[src/hw/rtl/deq_pkg.sv]
// Package for the double-ended queue: field widths, opcodes, status codes
// and the memory command struct shared by the controller and the store.
// No dependencies.
`default_nettype none

package deq_pkg;

    localparam int DEPTH_DEFAULT      = 1024;
    localparam int DATA_WIDTH_DEFAULT = 32;

    localparam int OPCODE_W = 3;
    localparam int WORD_W   = 32;
    localparam int TOTAL_W  = 11;
    localparam int STATUS_W = 2;

    typedef logic [OPCODE_W-1:0] opcode_t;
    typedef logic [STATUS_W-1:0] status_t;

    localparam opcode_t OP_PUSH_FRONT = 3'd0;
    localparam opcode_t OP_PUSH_BACK  = 3'd1;
    localparam opcode_t OP_POP_FRONT  = 3'd2;
    localparam opcode_t OP_POP_BACK   = 3'd3;
    localparam opcode_t OP_CLEAR      = 3'd4;
    localparam opcode_t OP_PEEK       = 3'd5;

    localparam status_t ST_OK        = 2'd0;
    localparam status_t ST_OVERFLOW  = 2'd1;
    localparam status_t ST_UNDERFLOW = 2'd2;

    // Access request from the controller to the entry store.
    typedef struct packed {
        logic wr_en;
        logic rd_en;
    } mem_cmd_t;

endpackage

`default_nettype wire

[src/hw/rtl/deq_if.sv]
// Valid/ready channel interfaces for the double-ended queue.
// Depends on deq_pkg for the field widths.
`default_nettype none

interface deq_in_if;
    logic                             valid;
    logic                             ready;
    deq_pkg::opcode_t                 opcode;
    logic signed [deq_pkg::WORD_W-1:0] push_value;

    modport source (output valid, output opcode, output push_value, input ready);
    modport sink   (input valid, input opcode, input push_value, output ready);
endinterface

interface deq_out_if;
    logic                              valid;
    logic                              ready;
    logic signed [deq_pkg::WORD_W-1:0] front_value;
    logic signed [deq_pkg::WORD_W-1:0] back_value;
    logic [deq_pkg::TOTAL_W-1:0]       entry_total;
    logic                              is_empty;
    deq_pkg::status_t                  status;

    modport source (output valid, output front_value, output back_value,
                    output entry_total, output is_empty, output status, input ready);
    modport sink   (input valid, input front_value, input back_value,
                    input entry_total, input is_empty, input status, output ready);
endinterface

`default_nettype wire

[src/hw/rtl/deq_ctrl.sv]
// Controller of the double-ended queue: head and back indexes, entry count,
// cached end values, result register and memory sequencing.
// Depends on deq_pkg and the channel interfaces in deq_if.sv.
`default_nettype none

module deq_ctrl #(
    parameter int DEPTH      = deq_pkg::DEPTH_DEFAULT,
    parameter int DATA_WIDTH = deq_pkg::DATA_WIDTH_DEFAULT,
    localparam int AW        = $clog2(DEPTH),
    localparam int CW        = $clog2(DEPTH + 1)
) (
    input  wire logic                  clk,
    input  wire logic                  rst_n,
    deq_in_if.sink                     cmd,
    deq_out_if.source                  rsp,
    output deq_pkg::mem_cmd_t          mem_cmd,
    output logic [AW-1:0]              mem_addr,
    output logic [DATA_WIDTH-1:0]      mem_wdata,
    input  wire logic [DATA_WIDTH-1:0] mem_rdata
);

    localparam logic S_IDLE  = 1'b0;
    localparam logic S_FETCH = 1'b1;

    localparam logic [AW-1:0] IDX_LAST = AW'(DEPTH - 1);
    localparam logic [CW-1:0] CNT_FULL = CW'(DEPTH);

    logic                  state_reg, state_next;
    logic [AW-1:0]         head_reg, head_next;
    logic [AW-1:0]         back_idx_reg, back_idx_next;
    logic [CW-1:0]         count_reg, count_next;
    logic [DATA_WIDTH-1:0] front_reg, front_next;
    logic [DATA_WIDTH-1:0] back_reg, back_next;
    deq_pkg::status_t      status_reg, status_next;
    logic                  out_valid_reg, out_valid_next;
    logic                  fetch_front_reg, fetch_front_next;

    logic                  accept;
    logic                  is_full;
    logic                  is_empty_now;
    logic [DATA_WIDTH-1:0] word_in;
    logic [AW-1:0]         head_inc, head_dec, back_inc, back_dec;

    assign cmd.ready = (state_reg == S_IDLE) && (!out_valid_reg || rsp.ready);
    assign accept    = cmd.valid && cmd.ready;

    assign is_full      = (count_reg == CNT_FULL);
    assign is_empty_now = (count_reg == '0);
    assign word_in      = DATA_WIDTH'(cmd.push_value);

    // Circular index steps; DEPTH need not be a power of two.
    assign head_inc = (head_reg == IDX_LAST) ? '0 : head_reg + 1'b1;
    assign head_dec = (head_reg == '0) ? IDX_LAST : head_reg - 1'b1;
    assign back_inc = (back_idx_reg == IDX_LAST) ? '0 : back_idx_reg + 1'b1;
    assign back_dec = (back_idx_reg == '0) ? IDX_LAST : back_idx_reg - 1'b1;

    always_comb
    begin
        state_next       = state_reg;
        head_next        = head_reg;
        back_idx_next    = back_idx_reg;
        count_next       = count_reg;
        front_next       = front_reg;
        back_next        = back_reg;
        status_next      = status_reg;
        out_valid_next   = out_valid_reg && !rsp.ready;
        fetch_front_next = fetch_front_reg;
        mem_cmd          = '0;
        mem_addr         = head_reg;
        mem_wdata        = word_in;

        unique case (state_reg)
            S_IDLE:
            begin
                if (accept)
                begin
                    status_next    = deq_pkg::ST_OK;
                    out_valid_next = 1'b1;
                    unique case (cmd.opcode)
                        deq_pkg::OP_PUSH_FRONT:
                        begin
                            if (is_full)
                            begin
                                status_next = deq_pkg::ST_OVERFLOW;
                            end
                            else
                            begin
                                head_next     = head_dec;
                                count_next    = count_reg + 1'b1;
                                front_next    = word_in;
                                mem_cmd.wr_en = 1'b1;
                                mem_addr      = head_dec;
                                if (is_empty_now)
                                begin
                                    back_next = word_in;
                                end
                            end
                        end
                        deq_pkg::OP_PUSH_BACK:
                        begin
                            if (is_full)
                            begin
                                status_next = deq_pkg::ST_OVERFLOW;
                            end
                            else
                            begin
                                back_idx_next = back_inc;
                                count_next    = count_reg + 1'b1;
                                back_next     = word_in;
                                mem_cmd.wr_en = 1'b1;
                                mem_addr      = back_inc;
                                if (is_empty_now)
                                begin
                                    front_next = word_in;
                                end
                            end
                        end
                        deq_pkg::OP_POP_FRONT:
                        begin
                            if (is_empty_now)
                            begin
                                status_next = deq_pkg::ST_UNDERFLOW;
                            end
                            else
                            begin
                                head_next  = head_inc;
                                count_next = count_reg - 1'b1;
                                if (count_reg != CW'(1))
                                begin
                                    // New front comes out of the store next cycle.
                                    mem_cmd.rd_en    = 1'b1;
                                    mem_addr         = head_inc;
                                    fetch_front_next = 1'b1;
                                    out_valid_next   = 1'b0;
                                    state_next       = S_FETCH;
                                end
                            end
                        end
                        deq_pkg::OP_POP_BACK:
                        begin
                            if (is_empty_now)
                            begin
                                status_next = deq_pkg::ST_UNDERFLOW;
                            end
                            else
                            begin
                                back_idx_next = back_dec;
                                count_next    = count_reg - 1'b1;
                                if (count_reg != CW'(1))
                                begin
                                    mem_cmd.rd_en    = 1'b1;
                                    mem_addr         = back_dec;
                                    fetch_front_next = 1'b0;
                                    out_valid_next   = 1'b0;
                                    state_next       = S_FETCH;
                                end
                            end
                        end
                        deq_pkg::OP_CLEAR:
                        begin
                            head_next     = '0;
                            back_idx_next = IDX_LAST;
                            count_next    = '0;
                        end
                        default:
                        begin
                            // Peek and the unused opcodes change nothing.
                        end
                    endcase
                end
            end
            S_FETCH:
            begin
                if (fetch_front_reg)
                begin
                    front_next = mem_rdata;
                end
                else
                begin
                    back_next = mem_rdata;
                end
                out_valid_next = 1'b1;
                state_next     = S_IDLE;
            end
            default:
            begin
                state_next = S_IDLE;
            end
        endcase
    end

    always_ff @(posedge clk or negedge rst_n)
    begin
        if (!rst_n)
        begin
            state_reg     <= S_IDLE;
            head_reg      <= '0;
            back_idx_reg  <= IDX_LAST;
            count_reg     <= '0;
            out_valid_reg <= 1'b0;
        end
        else
        begin
            state_reg     <= state_next;
            head_reg      <= head_next;
            back_idx_reg  <= back_idx_next;
            count_reg     <= count_next;
            out_valid_reg <= out_valid_next;
        end
    end

    always_ff @(posedge clk)
    begin
        front_reg       <= front_next;
        back_reg        <= back_next;
        status_reg      <= status_next;
        fetch_front_reg <= fetch_front_next;
    end

    assign rsp.valid       = out_valid_reg;
    assign rsp.is_empty    = (count_reg == '0);
    assign rsp.entry_total = deq_pkg::TOTAL_W'(count_reg);
    assign rsp.status      = status_reg;
    assign rsp.front_value = (count_reg == '0) ? '0
                           : deq_pkg::WORD_W'($signed(front_reg));
    assign rsp.back_value  = (count_reg == '0) ? '0
                           : deq_pkg::WORD_W'($signed(back_reg));

endmodule

`default_nettype wire

[src/flat_wrapper.sv]
// flat-port wrapper written by rule: the top's interface ports become plain ports
module deq_ctrl_flat 
#(
    parameter int DEPTH      = deq_pkg::DEPTH_DEFAULT,
    parameter int DATA_WIDTH = deq_pkg::DATA_WIDTH_DEFAULT,
    localparam int AW        = $clog2(DEPTH),
    localparam int CW        = $clog2(DEPTH + 1)
)
  (clk, rst_n, mem_cmd, mem_addr, mem_wdata, mem_rdata, cmd_valid, cmd_opcode, cmd_push_value, cmd_ready, rsp_valid, rsp_front_value, rsp_back_value, rsp_entry_total, rsp_is_empty, rsp_status, rsp_ready);
  deq_in_if cmd_i ();
  deq_out_if rsp_i ();
  input  wire logic clk;
  input  wire logic rst_n;
  output deq_pkg::mem_cmd_t mem_cmd;
  output logic [AW-1:0] mem_addr;
  output logic [DATA_WIDTH-1:0] mem_wdata;
  input  wire logic [DATA_WIDTH-1:0] mem_rdata;
  input wire logic [$bits(cmd_i.valid)-1:0] cmd_valid;
  input wire logic [$bits(cmd_i.opcode)-1:0] cmd_opcode;
  input wire logic [$bits(cmd_i.push_value)-1:0] cmd_push_value;
  output wire logic [$bits(cmd_i.ready)-1:0] cmd_ready;
  output wire logic [$bits(rsp_i.valid)-1:0] rsp_valid;
  output wire logic [$bits(rsp_i.front_value)-1:0] rsp_front_value;
  output wire logic [$bits(rsp_i.back_value)-1:0] rsp_back_value;
  output wire logic [$bits(rsp_i.entry_total)-1:0] rsp_entry_total;
  output wire logic [$bits(rsp_i.is_empty)-1:0] rsp_is_empty;
  output wire logic [$bits(rsp_i.status)-1:0] rsp_status;
  input wire logic [$bits(rsp_i.ready)-1:0] rsp_ready;
  assign cmd_i.valid = cmd_valid;
  assign cmd_i.opcode = cmd_opcode;
  assign cmd_i.push_value = cmd_push_value;
  assign cmd_ready = cmd_i.ready;
  assign rsp_valid = rsp_i.valid;
  assign rsp_front_value = rsp_i.front_value;
  assign rsp_back_value = rsp_i.back_value;
  assign rsp_entry_total = rsp_i.entry_total;
  assign rsp_is_empty = rsp_i.is_empty;
  assign rsp_status = rsp_i.status;
  assign rsp_i.ready = rsp_ready;
  deq_ctrl #(.DEPTH(DEPTH), .DATA_WIDTH(DATA_WIDTH)) u_core (.clk(clk), .rst_n(rst_n), .cmd(cmd_i), .rsp(rsp_i), .mem_cmd(mem_cmd), .mem_addr(mem_addr), .mem_wdata(mem_wdata), .mem_rdata(mem_rdata));
endmodule
[config.mk]
export PLATFORM = sky130hd
export DESIGN_NAME = deq_ctrl_flat
export DESIGN_NICKNAME = d
export VERILOG_FILES = /design/src/hw/rtl/deq_pkg.sv /design/src/hw/rtl/deq_if.sv /design/src/hw/rtl/deq_ctrl.sv /design/src/flat_wrapper.sv
export SDC_FILE = /design/constraint.sdc
export NUM_CORES = 1
export LEC_CHECK = 0
export ABC_AREA = 1
export BUFFER_PORTS_ARGS = -buffer_cell sky130_fd_sc_hd__buf_2
export CORE_MARGIN = 2
export CORE_UTILIZATION = 40
export CTS_BUF_LIST = sky130_fd_sc_hd__clkbuf_4 sky130_fd_sc_hd__clkbuf_8
export CTS_CLUSTER_DIAMETER = 120
export CTS_CLUSTER_SIZE = 14
export DETAILED_ROUTE_END_ITERATION = 12
export HOLD_SLACK_MARGIN = 0.05
export MAX_ROUTING_LAYER = met4
export SYNTH_ARGS = -nofsm -noshare
export SYNTH_HDL_FRONTEND = slang
export SYNTH_SLANG_ARGS = --single-unit
[constraint.sdc]
create_clock -name clk -period 6 [get_ports clk]
set_input_delay 0.9 -clock clk [delete_from_list [all_inputs] [get_ports clk]]
set_output_delay 0.9 -clock clk [all_outputs]
set_load 0.05 [all_outputs]
Word-level counts from Yosys, hierarchy flattened
Index checks and enable logic that the tools add are counted. W data, S select, Z words.

Input bits: 71. Output and inout port bits: 124. Flip-flop bits (word level): 100.

Equal/unequal tests: 23. Bitwise gates (word level): 1. $add $sub $neg: 6. Reductions and logical operators: 23. Muxes and demuxes: 56.

Operators with widths (count): $mux W32 (9); $pmux W32 S2 (4); $mux W10 (15); $pmux W10 S3 (2); $pmux W10 S4 (1); $pmux W11 S3 (1); $mux W11 (2); $add A10 B1 Y10 const B (2); $eq A10 B10 Y1 const B (2); $logic_not A10 Y1 (2); $sub A10 B1 Y10 const B (2); $mux W1 (15); $ne A3 B3 Y1 const B (5); $ne A2 B2 Y1 const B (7); $reduce_and A6 Y1 (2); $add A11 B1 Y11 const B (1); $eq A11 B11 Y1 const B (1); $logic_not A11 Y1 (1); $ne A11 B1 Y1 const B (1); $sub A11 B1 Y11 const B (1); $reduce_and A5 Y1 (2); $reduce_bool A3 Y1 (3); $reduce_and A7 Y1 (1); $eq A3 B2 Y1 const B (2); other kinds (15) (25).

Depth between registers and ports, before layout
Gate-level depths: netlist (run 1).

Word-level depth: 7. Mapped depth: 14. Depth with buffers taken out: 13.

Least setup slack after synthesis (run 1)
No wires, ideal clock.

Kind: input to register. From: input port rsp_ready. To: register u_core.back_reg[0], enable pin. Data arrival time: 4747 ps. Data required time: 5526 ps. Setup time: 474 ps. Slack: 779 ps. Stages: 7. Buffers on the path: 1. Cells stage by stage: inv_1 -> a21oi_2 -> nand2_1 -> nor2_1 -> buf_2 -> nand2_1 -> a221oi_1.

Longest elaborated chain between the ends: 5.

Ends and longest elaborated chain: from (decl) (line flat_wrapper.sv:28) `input wire logic [$bits(rsp_i.ready)-1:0] rsp_ready;`; $logic_or A1 B1 Y1 (line deq_ctrl.sv:44) `assign cmd.ready = (state_reg == S_IDLE) && (!out_valid_reg || rsp.ready);`; $logic_and A1 B1 Y1 (line deq_ctrl.sv:44); net cmd_ready (line flat_wrapper.sv:21) `output wire logic [$bits(cmd_i.ready)-1:0] cmd_ready;`; $logic_and A1 B1 Y1 (line deq_ctrl.sv:45) `assign accept = cmd.valid && cmd.ready;`; $ne A2 B1 Y1 (no source line); $reduce_and A6 Y1 (no source line); to (signal assigned) (line deq_ctrl.sv:215) `back_reg <= back_next;`; to (decl) (line deq_ctrl.sv:33) `logic [DATA_WIDTH-1:0] back_reg, back_next;`.

The timed path passes the listed nets, and every way through them passes these cells. A chain may end at the register's enable or synchronous reset.

Worst setup path in the final report (run 1)
From: input port rsp_ready. To: output port mem_addr[4].

Longest elaborated chain between the ends: 5.

Ends and longest elaborated chain: $logic_or A1 B1 Y1 (line deq_ctrl.sv:44); $logic_and A1 B1 Y1 (line deq_ctrl.sv:44); $logic_and A1 B1 Y1 (line deq_ctrl.sv:45); $mux W10 (line deq_ctrl.sv:75) `if (accept)`; $mux W10 (line deq_ctrl.sv:72) `unique case (state_reg)`; to (decl) (line flat_wrapper.sv:15) `output logic [AW-1:0] mem_addr;`.

No other way between the ends.

==> results of run 1 <==
logic make-up after synthesis:
family                   Yosys count  synth area share
AO/OA/AOI/OAI                     91            0.0818
XOR/XNOR                           6           0.00765
buffers and inverters            211             0.140
adder cells (fa/ha/maj)            8            0.0146
AND/OR/NAND/NOR                  556             0.341
flip-flops                       100             0.415
stage by stage:
| step | power (mW) | instances | cell area, um^2 | util |
|---|---|---|---|---|
| 2_1_floorplan | 1.99 | 972 | 6870 | - |
| 3_3_place_gp | 2.29 | 1328 | 7790 | 0.466 |
| 3_5_place_dp | 2.28 | 1328 | 7790 | 0.466 |
| 4_1_cts | 2.75 | 1344 | 7990 | 0.479 |
| 5_1_grt | 2.94 | 1344 | 7990 | 0.479 |
| 6_report | 2.75 | 1344 | 7990 | 0.479 |
worst reg2reg max path: cells and delay by family (launching register included):
kind / cells / cell delay, ps
buffers and inverters: 1 / 440
flip-flops: 1 / 410
AO/OA/AOI/OAI: 2 / 500
AND/OR/NAND/NOR: 3 / 1180
layout make-up:
| cell class | count | area (um^2) |
|---|---|---|
| Clock buffer | 9 | 124 |
| Multi-Input combinational cell | 661 | 3090 |
| Inverter | 148 | 558 |
| Sequential cell | 100 | 2850 |
| Tap cell | 220 | 275 |
| Timing Repair Buffer | 199 | 1010 |
| Fill cell | 1695 | 8710 |
| Clock inverter | 7 | 82.6 |
worst max path at each step:
stage                                    to  depth (start not counted)
3_3_place_gp                    mem_addr[4]                         11
5_1_grt                         mem_addr[4]                         11
6_report                        mem_addr[4]                         11
2_1_floorplan  u_core.back_reg[0]$_DFFE_PP_                          7
3_5_place_dp                    mem_addr[4]                         11
4_1_cts                         mem_addr[4]                         11
synthesized netlist by cell type, types with 5 or more instances:
| master | count | share of area |
|---|---|---|
| nor2_1 | 137 | 0.075 |
| clkbuf_1 | 14 | 0.0076 |
| dfrtp_1 | 23 | 0.084 |
| nor3_1 | 9 | 0.0066 |
| ha_1 | 8 | 0.015 |
| edfxtp_1 | 67 | 0.29 |
| nor2_2 | 9 | 0.0082 |
| xor2_1 | 6 | 0.0076 |
| a31oi_1 | 9 | 0.0082 |
| nand3_1 | 75 | 0.055 |
| nand4_1 | 5 | 0.0046 |
| inv_1 | 136 | 0.074 |
| inv_2 | 8 | 0.0044 |
| o21ai_2 | 6 | 0.0076 |
| o21ai_0 | 33 | 0.024 |
| dfstp_2 | 10 | 0.038 |
| buf_2 | 11 | 0.0080 |
| buf_4 | 35 | 0.038 |
| nand2_1 | 302 | 0.16 |
| a21oi_1 | 18 | 0.013 |
report_power, final:
part | internal, mW | total [mW] | switching [mW] | leakage, nW
combinational | 0.346 | 1.23 | 0.886 | 3.04
clock | 0.200 | 0.464 | 0.264 | 0.104
sequential | 0.867 | 1.05 | 0.182 | 0.987
per-layer routing:
layer  wire (um)  up-vias
met1        8380     2857
met2        9150      238
met3        1350       21
met5           0        -
li1            -     3324
met4         249        0
==> flow_summary.json, run 1 <==
{
  "status": "finished clean",
  "met2_usage": 0.358,
  "syn-num-nets": 1051,
  "setup_viol": 0,
  "async_flop_share": 0.330,
  "cpPeakStageDelay_ps": 660,
  "postCtsHoldBufs": 0,
  "clkTransAtPathRegs_ps": 110,
  "r2r_setup_slack_ps": 3110,
  "post-cts-setup-buffers": 0,
  "netlist_area_um2": 6870,
  "fin_ws_ps": 2230,
  "synth_flop_cell": "edfxtp_1",
  "synth-seq-cells": 100,
  "cp_data_arrival_time_ps": 2870,
  "antenna_cells": 0,
  "dp_hpwl_um": 14500,
  "cp_max_fo": 11,
  "port_buffers": 194,
  "cp-start-kind": "input pin",
  "cp_top_family": "simple AND/OR/NAND/NOR gates",
  "grt_max_degree": 67,
  "cts_resized": 0,
  "worstMarginPinSlew_ps": 928,
  "drt_pass1_iterations": 4,
  "yosysSeqAreaShare": 0.415,
  "min_delay_path_depth": 2,
  "cp_cell_sequence": "buf_2, inv_1, a21oi_2, nand2_1, nor2_1, nand3_2, nand2_1, nand3_1, nand2_1, inv_1, buf_2",
  "startpoint": "rsp_ready",
  "p_leak_nw": 4.13,
  "power.density_nw_per_um2": 344,
  "skew_ps": 16.6,
  "gp_congestion": 0.961,
  "die_h_um": 135,
  "drt_iter0_drc": 384,
  "cpMostUsedCell": "nand2_1",
  "die_w_um": 135,
  "period_share": 0.628,
  "dieArea_um2": 18200,
  "fin_nets": 1198,
  "grt_usage": 0.215,
  "top_usage_layer": "met2",
  "final.setup.tns_ps": 0,
  "max_freq_ghz": 0.265,
  "placementRows": 47,
  "most-common-layout-cells": "nand2_1, buf_2, nor2_1, inv_1, nand3_1",
  "cp_num_buf_inv": 4,
  "crit_required_ps": 5100,
  "holdPathEnd": "u_core.rsp.valid$_DFF_PN0_",
  "cts-buffers-inserted": 9,
  "worstHoldPathType": "register to register",
  "htree_levels": 3,
  "max_cap_viol_count": 0,
  "antenna_found_initial": 0,
  "cts_tree": "yes",
  "reg2reg_depth": 6,
  "clock-root-buffer": "clkbuf_8",
  "cp_slowest_cell": "nor2_1",
  "hold_violations": 0,
  "grt_util_met1": 0.274,
  "period_needed_ps": 3770,
  "timing.rr.end": "u_core.back_reg[16]$_DFFE_PP_",
  "end_kind": "primary output",
  "coreArea_um2": 16700,
  "r2r_start": "u_core.rsp.valid$_DFF_PN0_",
  "io_pins": 195,
  "post-place-ws_ps": 2240,
  "routedWlPerCell_um": 14.2,
  "layout_commonest_cell": "nand2_1",
  "grt_use_met3": 0.0297,
  "holdWs_ps": 505,
  "slew_viol_final": 0,
  "synthToLayoutAreaGrowth_pct": 16.3,
  "synth_edf_count": 67,
  "drive_gt1_frac": 0.240,
  "syn_inst": 972,
  "clk_latency_ps": 380,
  "slew_headroom": 0.379,
  "yosysUniqueCellTypes": 43,
  "drc": 0,
  "wl_um": 19100,
  "ir_worst_vdd_uv": 272,
  "path_class": "input pin to primary output",
  "grt_pass1_vias": 5757,
  "start_util": 0.411,
  "rsz0062_at_grt": "false",
  "grt-ovfl-total": 0,
  "grt_first_pass_wirelength_um": 29900,
  "via_count": 6440,
  "cts_buffer_depth": 2,
  "ant_nets": 0,
  "vias_per_cell": 4.79,
  "hp-start": "u_core.state_reg$_DFF_PN0_",
  "syn_area_per_cell_um2": 7.07,
  "yosys_warnings": 0,
  "numClockSinks": 100
}
No activity file was read; power rests on OpenSTA's default activity.
==> inputs of run 2 (changes only) <==
PLACE_DENSITY = 0.66   (was unset)
clock period = 3.05 ns   (was 6 ns; I/O delays follow)
==> flow_summary.json, run 2 (same netlist as run 1, synthesis figures left out) <==
{
  "status": "finished clean",
  "io_pins": 195,
  "rsz0062_at_grt": "false",
  "antenna_cells": 0,
  "skew_ps": 16.4,
  "final_core_util": 0.490,
  "die_w_um": 135,
  "combPwrFrac": 0.469,
  "fin_ws_ps": 142,
  "seq_power_share": 0.373,
  "cp_cell_sequence": "inv_1, ha_1, nand2_1, nor2_2, nand2_2, nor2_4, nand2_2, nand3_4, nand2_1, nand3_1, nand2_1, inv_1, buf_4",
  "cts_buffer_depth": 2,
  "max_cap_viol_count": 0,
  "path_class": "register to primary output",
  "end_kind": "primary output",
  "htree_levels": 3,
  "vias_per_cell": 4.93,
  "cts-buffers-inserted": 9,
  "grt_usage": 0.223,
  "start_util": 0.411,
  "hold_violations": 0,
  "net-switching-power_mw": 2.68,
  "ant_nets": 0,
  "port_buffers": 194,
  "r2r_setup_slack_ps": 660,
  "cp_num_buf_inv": 3,
  "clkTransAtPathRegs_ps": 110,
  "grt_pass1_vias": 6148,
  "clockPowerShare": 0.159,
  "cts_tree": "yes",
  "max_freq_ghz": 0.344,
  "synthToLayoutAreaGrowth_pct": 19.1,
  "worstMarginPinSlew_ps": 838,
  "cp_top_family": "simple AND/OR/NAND/NOR gates",
  "holdWs_ps": 160,
  "cp-start-kind": "register",
  "numClockSinks": 100,
  "cp_slowest_cell": "dfrtp_2",
  "slew_viol_final": 0,
  "drc": 0,
  "fin_nets": 1210,
  "via_count": 6687,
  "cp_data_arrival_time_ps": 2450,
  "antenna_found_initial": 0,
  "setup_viol": 0,
  "wl_um": 20200,
  "drt_pass1_iterations": 5,
  "cpPeakStageDelay_ps": 460,
  "p_int_mw": 2.77,
  "die_h_um": 135,
  "crit_required_ps": 2590,
  "drt_iter0_drc": 484,
  "most-common-layout-cells": "nand2_1, buf_2, nor2_1, inv_1, nand3_1",
  "grt_max_degree": 67,
  "gp_congestion": 0.984,
  "cpMostUsedCell": "nand2_1",
  "drive_gt1_frac": 0.260,
  "cp_max_fo": 9,
  "dieArea_um2": 18200,
  "p_leak_nw": 4.20,
  "ir_worst_vdd_uv": 605,
  "clk_latency_ps": 390,
  "period_needed_ps": 2910,
  "power.density_nw_per_um2": 665,
  "coreArea_um2": 16700,
  "sw_frac_of_total": 0.491,
  "routedWlPerCell_um": 14.9,
  "post-place-ws_ps": 419,
  "grt_first_pass_wirelength_um": 30900,
  "postCtsHoldBufs": 0,
  "worstHoldPathType": "input pin to asynchronous set/reset pin",
  "final.setup.tns_ps": 0,
  "dp_hpwl_um": 15200,
  "period_share": 0.953,
  "layout_commonest_cell": "nand2_1",
  "placementRows": 47,
  "clock-root-buffer": "clkbuf_8",
  "grt-ovfl-total": 0,
  "slew_headroom": 0.441
}
run 2: cell types whose count changed in the layout (fill, tap and decap cells not counted), moves of 2 or more:
cell,before,now
buf_4,5,15
nor2_4,4,6
dfrtp_1,23,20
nand3_1,75,73
inv_1,136,134
dfrtp_2,0,3
nor2_1,137,135
nand2_2,2,5
buf_2,194,187
clkbuf_4,0,6
buf_12,0,3
nand2_1,302,299
run 2: layout make-up:
type | count | area (um^2)
Fill cell | 1679 | 8510
Multi-Input combinational cell | 661 | 3150
Sequential cell | 100 | 2850
Timing Repair Buffer | 211 | 1150
Inverter | 148 | 561
Tap cell | 220 | 275
Clock buffer | 9 | 124
Clock inverter | 7 | 73.8
run 2: what timing repair did:
action | CTS | global route
setup buffers | 0 | 3
setup endpoints to repair | 1 | 10
pin swaps | 0 | 1
gates resized for setup | 1 | 22
gates cloned | 0 | 0
run 2: worst paths after layout:
kind                                                        from                                    end  depth (start not counted)
min reg2reg                   u_core.back_idx_reg[0]$_DFFE_PN1P_     u_core.back_idx_reg[0]$_DFFE_PN1P_                          2
max                        u_core.rsp.entry_total[0]$_DFFE_PN0P_                            mem_addr[4]                         13
min in group clk                                       cmd_valid             u_core.rsp.valid$_DFF_PN0_                          3
max reg2reg                u_core.rsp.entry_total[8]$_DFFE_PN0P_         u_core.front_reg[20]$_DFFE_PP_                          7
min                                                        rst_n  u_core.rsp.entry_total[3]$_DFFE_PN0P_                          1
max in group asynchronous                                  rst_n             u_core.rsp.valid$_DFF_PN0_                          1
run 2: metal layers:
layer / wire [um] / part of all wire / vias up / track usage
met3: 1730 / 0.086 / 26 / 0.0541
met4: 360 / 0.018 / 0 / 0.0683
met2: 9430 / 0.47 / 294 / 0.366
met5: 0 / 0 / - / -
met1: 8650 / 0.43 / 3017 / 0.273
li1: - / - / 3350 / -
run 2: stage by stage:
stage | cells | power [mW] | area, um^2
floorplan | 972 | 3.93 | 6910
global placement | 1337 | 4.53 | 7900
detailed placement | 1337 | 4.54 | 7900
CTS | 1353 | 5.41 | 8100
global route | 1356 | 5.84 | 8190
finish | 1356 | 5.44 | 8190
run 2: power by group through the flow:
stage | Combinational, mW | Clock, mW | Sequential (mW)
2_1_floorplan | 1.79 | 0 | 2.14
3_3_place_gp | 2.49 | 0 | 2.04
3_5_place_dp | 2.49 | 0 | 2.05
4_1_cts | 2.50 | 0.887 | 2.02
5_1_grt | 2.82 | 0.942 | 2.08
6_report | 2.55 | 0.863 | 2.03
==> inputs of run 3 (changes only) <==
BUFFER_PORTS_ARGS = -buffer_cell sky130_fd_sc_hd__clkbuf_2   (was -buffer_cell sky130_fd_sc_hd__buf_2)
==> flow_summary.json, run 3 (same netlist as run 1, synthesis figures left out) <==
{
  "status": "finished clean",
  "final_core_util": 0.493,
  "power.density_nw_per_um2": 669,
  "cp_slowest_cell": "dfrtp_2",
  "cpPeakStageDelay_ps": 430,
  "clkTransAtPathRegs_ps": 120,
  "die_w_um": 135,
  "cp_num_buf_inv": 4,
  "cp_data_arrival_time_ps": 2470,
  "cts-buffers-inserted": 9,
  "drt_pass1_iterations": 5,
  "start_util": 0.411,
  "period_share": 0.958,
  "placementRows": 47,
  "die_h_um": 135,
  "drc": 0,
  "worstMarginPinSlew_ps": 881,
  "slew_headroom": 0.413,
  "drive_gt1_frac": 0.264,
  "cp_max_fo": 5,
  "via_count": 6687,
  "cts_buffer_depth": 2,
  "wl_um": 20200,
  "end_kind": "primary output",
  "antenna_cells": 0,
  "ir_worst_vdd_uv": 693,
  "skew_ps": 25.1,
  "grt-ovfl-total": 0,
  "setup_viol": 0,
  "multi_input_area_um2": 3140,
  "htree_levels": 3,
  "antenna_found_initial": 0,
  "max_freq_ghz": 0.342,
  "numClockSinks": 100,
  "cp-start-kind": "register",
  "coreArea_um2": 16700,
  "crit_required_ps": 2590,
  "grt_usage": 0.225,
  "most-common-layout-cells": "nand2_1, clkbuf_2, inv_1, nor2_1, nand3_1",
  "vias_per_cell": 4.92,
  "slew_viol_final": 0,
  "num-fill-cells": 1641,
  "synthToLayoutAreaGrowth_pct": 19.7,
  "io_pins": 195,
  "grt_pass1_vias": 6013,
  "layout_commonest_cell": "nand2_1",
  "p_leak_nw": 4.26,
  "clk_latency_ps": 400,
  "fin_nets": 1212,
  "grt_first_pass_wirelength_um": 30900,
  "gp_congestion": 0.955,
  "cp_cell_sequence": "buf_4, ha_1, inv_1, nor2_1, nand3b_1, nand2_1, inv_1, nand3_1, nand2_1, nand2_1, nand2_1, nand2_1, nand2_1, buf_2",
  "dieArea_um2": 18200,
  "path_class": "register to primary output",
  "drt_iter0_drc": 442,
  "power_mw": 5.50,
  "cts_tree": "yes",
  "max_cap_viol_count": 0,
  "period_needed_ps": 2920,
  "port_buffers": 194,
  "cp_top_family": "simple AND/OR/NAND/NOR gates",
  "routedWlPerCell_um": 14.9,
  "ant_nets": 0,
  "grt_max_degree": 67,
  "register_area_um2": 2860,
  "cpMostUsedCell": "nand2_1",
  "worstHoldPathType": "input pin to asynchronous set/reset pin",
  "dp_hpwl_um": 15400,
  "hold_violations": 0,
  "postCtsHoldBufs": 0,
  "clock-root-buffer": "clkbuf_8"
}
-- run 3: cell count changes in the layout (fill, tap and decap cells not counted), sizes merged --
cell	change
inv	-1
buf	-178
clkinv	+1
clkbuf	+180
-- run 3: layout make-up --
type | count | share of cell area
clock buffer | 9 | 0.0151
multi-input combinational | 661 | 0.382
clock inverter | 7 | 0.00897
inverter | 148 | 0.0678
timing repair buffer | 213 | 0.145
tap | 220 | 0.0335
sequential | 100 | 0.347
-- run 3: per-layer routing --
metal | track usage | vias to the layer above | share of wire
met4 | 0.0631 | 0 | 0.018
met2 | 0.362 | 286 | 0.47
met3 | 0.0424 | 29 | 0.080
met1 | 0.291 | 3016 | 0.43
li1 | - | 3356 | -
met5 | - | - | 0
-- run 3: what timing repair did --
item / in CTS / in global routing
setup endpoints to repair: 1 / 10
resized for setup: 2 / 30
pin swaps: 0 / 3
setup buffers: 0 / 4
-- run 3: path summary, 6_finish.rpt --
| kind | from | to | slack (ps) | cells past startpoint |
|---|---|---|---|---|
| worst max-delay path | u_core.head_reg[0]$_DFFE_PN0P_ | mem_addr[7] | 130 | 14 |
| worst min-delay path | rst_n | u_core.rsp.entry_total[2]$_DFFE_PN0P_ | 160 | 1 |
| worst max register to register | u_core.state_reg$_DFF_PN0_ | u_core.back_reg[19]$_DFFE_PP_ | 660 | 5 |
| worst min register to register | u_core.back_idx_reg[1]$_DFFE_PN1P_ | u_core.back_idx_reg[1]$_DFFE_PN1P_ | 530 | 2 |
| max in group asynchronous | rst_n | u_core.rsp.valid$_DFF_PN0_ | 2270 | 1 |
| min in group clk | cmd_valid | u_core.rsp.valid$_DFF_PN0_ | 300 | 3 |
-- run 3: stage by stage --
stage	setup slack, ps	instances	area, um^2	TNS (ps)	hold slack, ps
floorplan	25.0	972	6910	0	162
global placement	318	1338	7940	0	512
detailed placement	330	1338	7940	0	512
CTS	3.08	1354	8150	0	185
global route	-6.98	1358	8230	-9.46	224
finish	127	1358	8230	0	161
-- run 3: power breakdown --
group	switching, mW	internal (mW)
clock	0.542	0.324
combinational	1.83	0.753
sequential	0.343	1.71
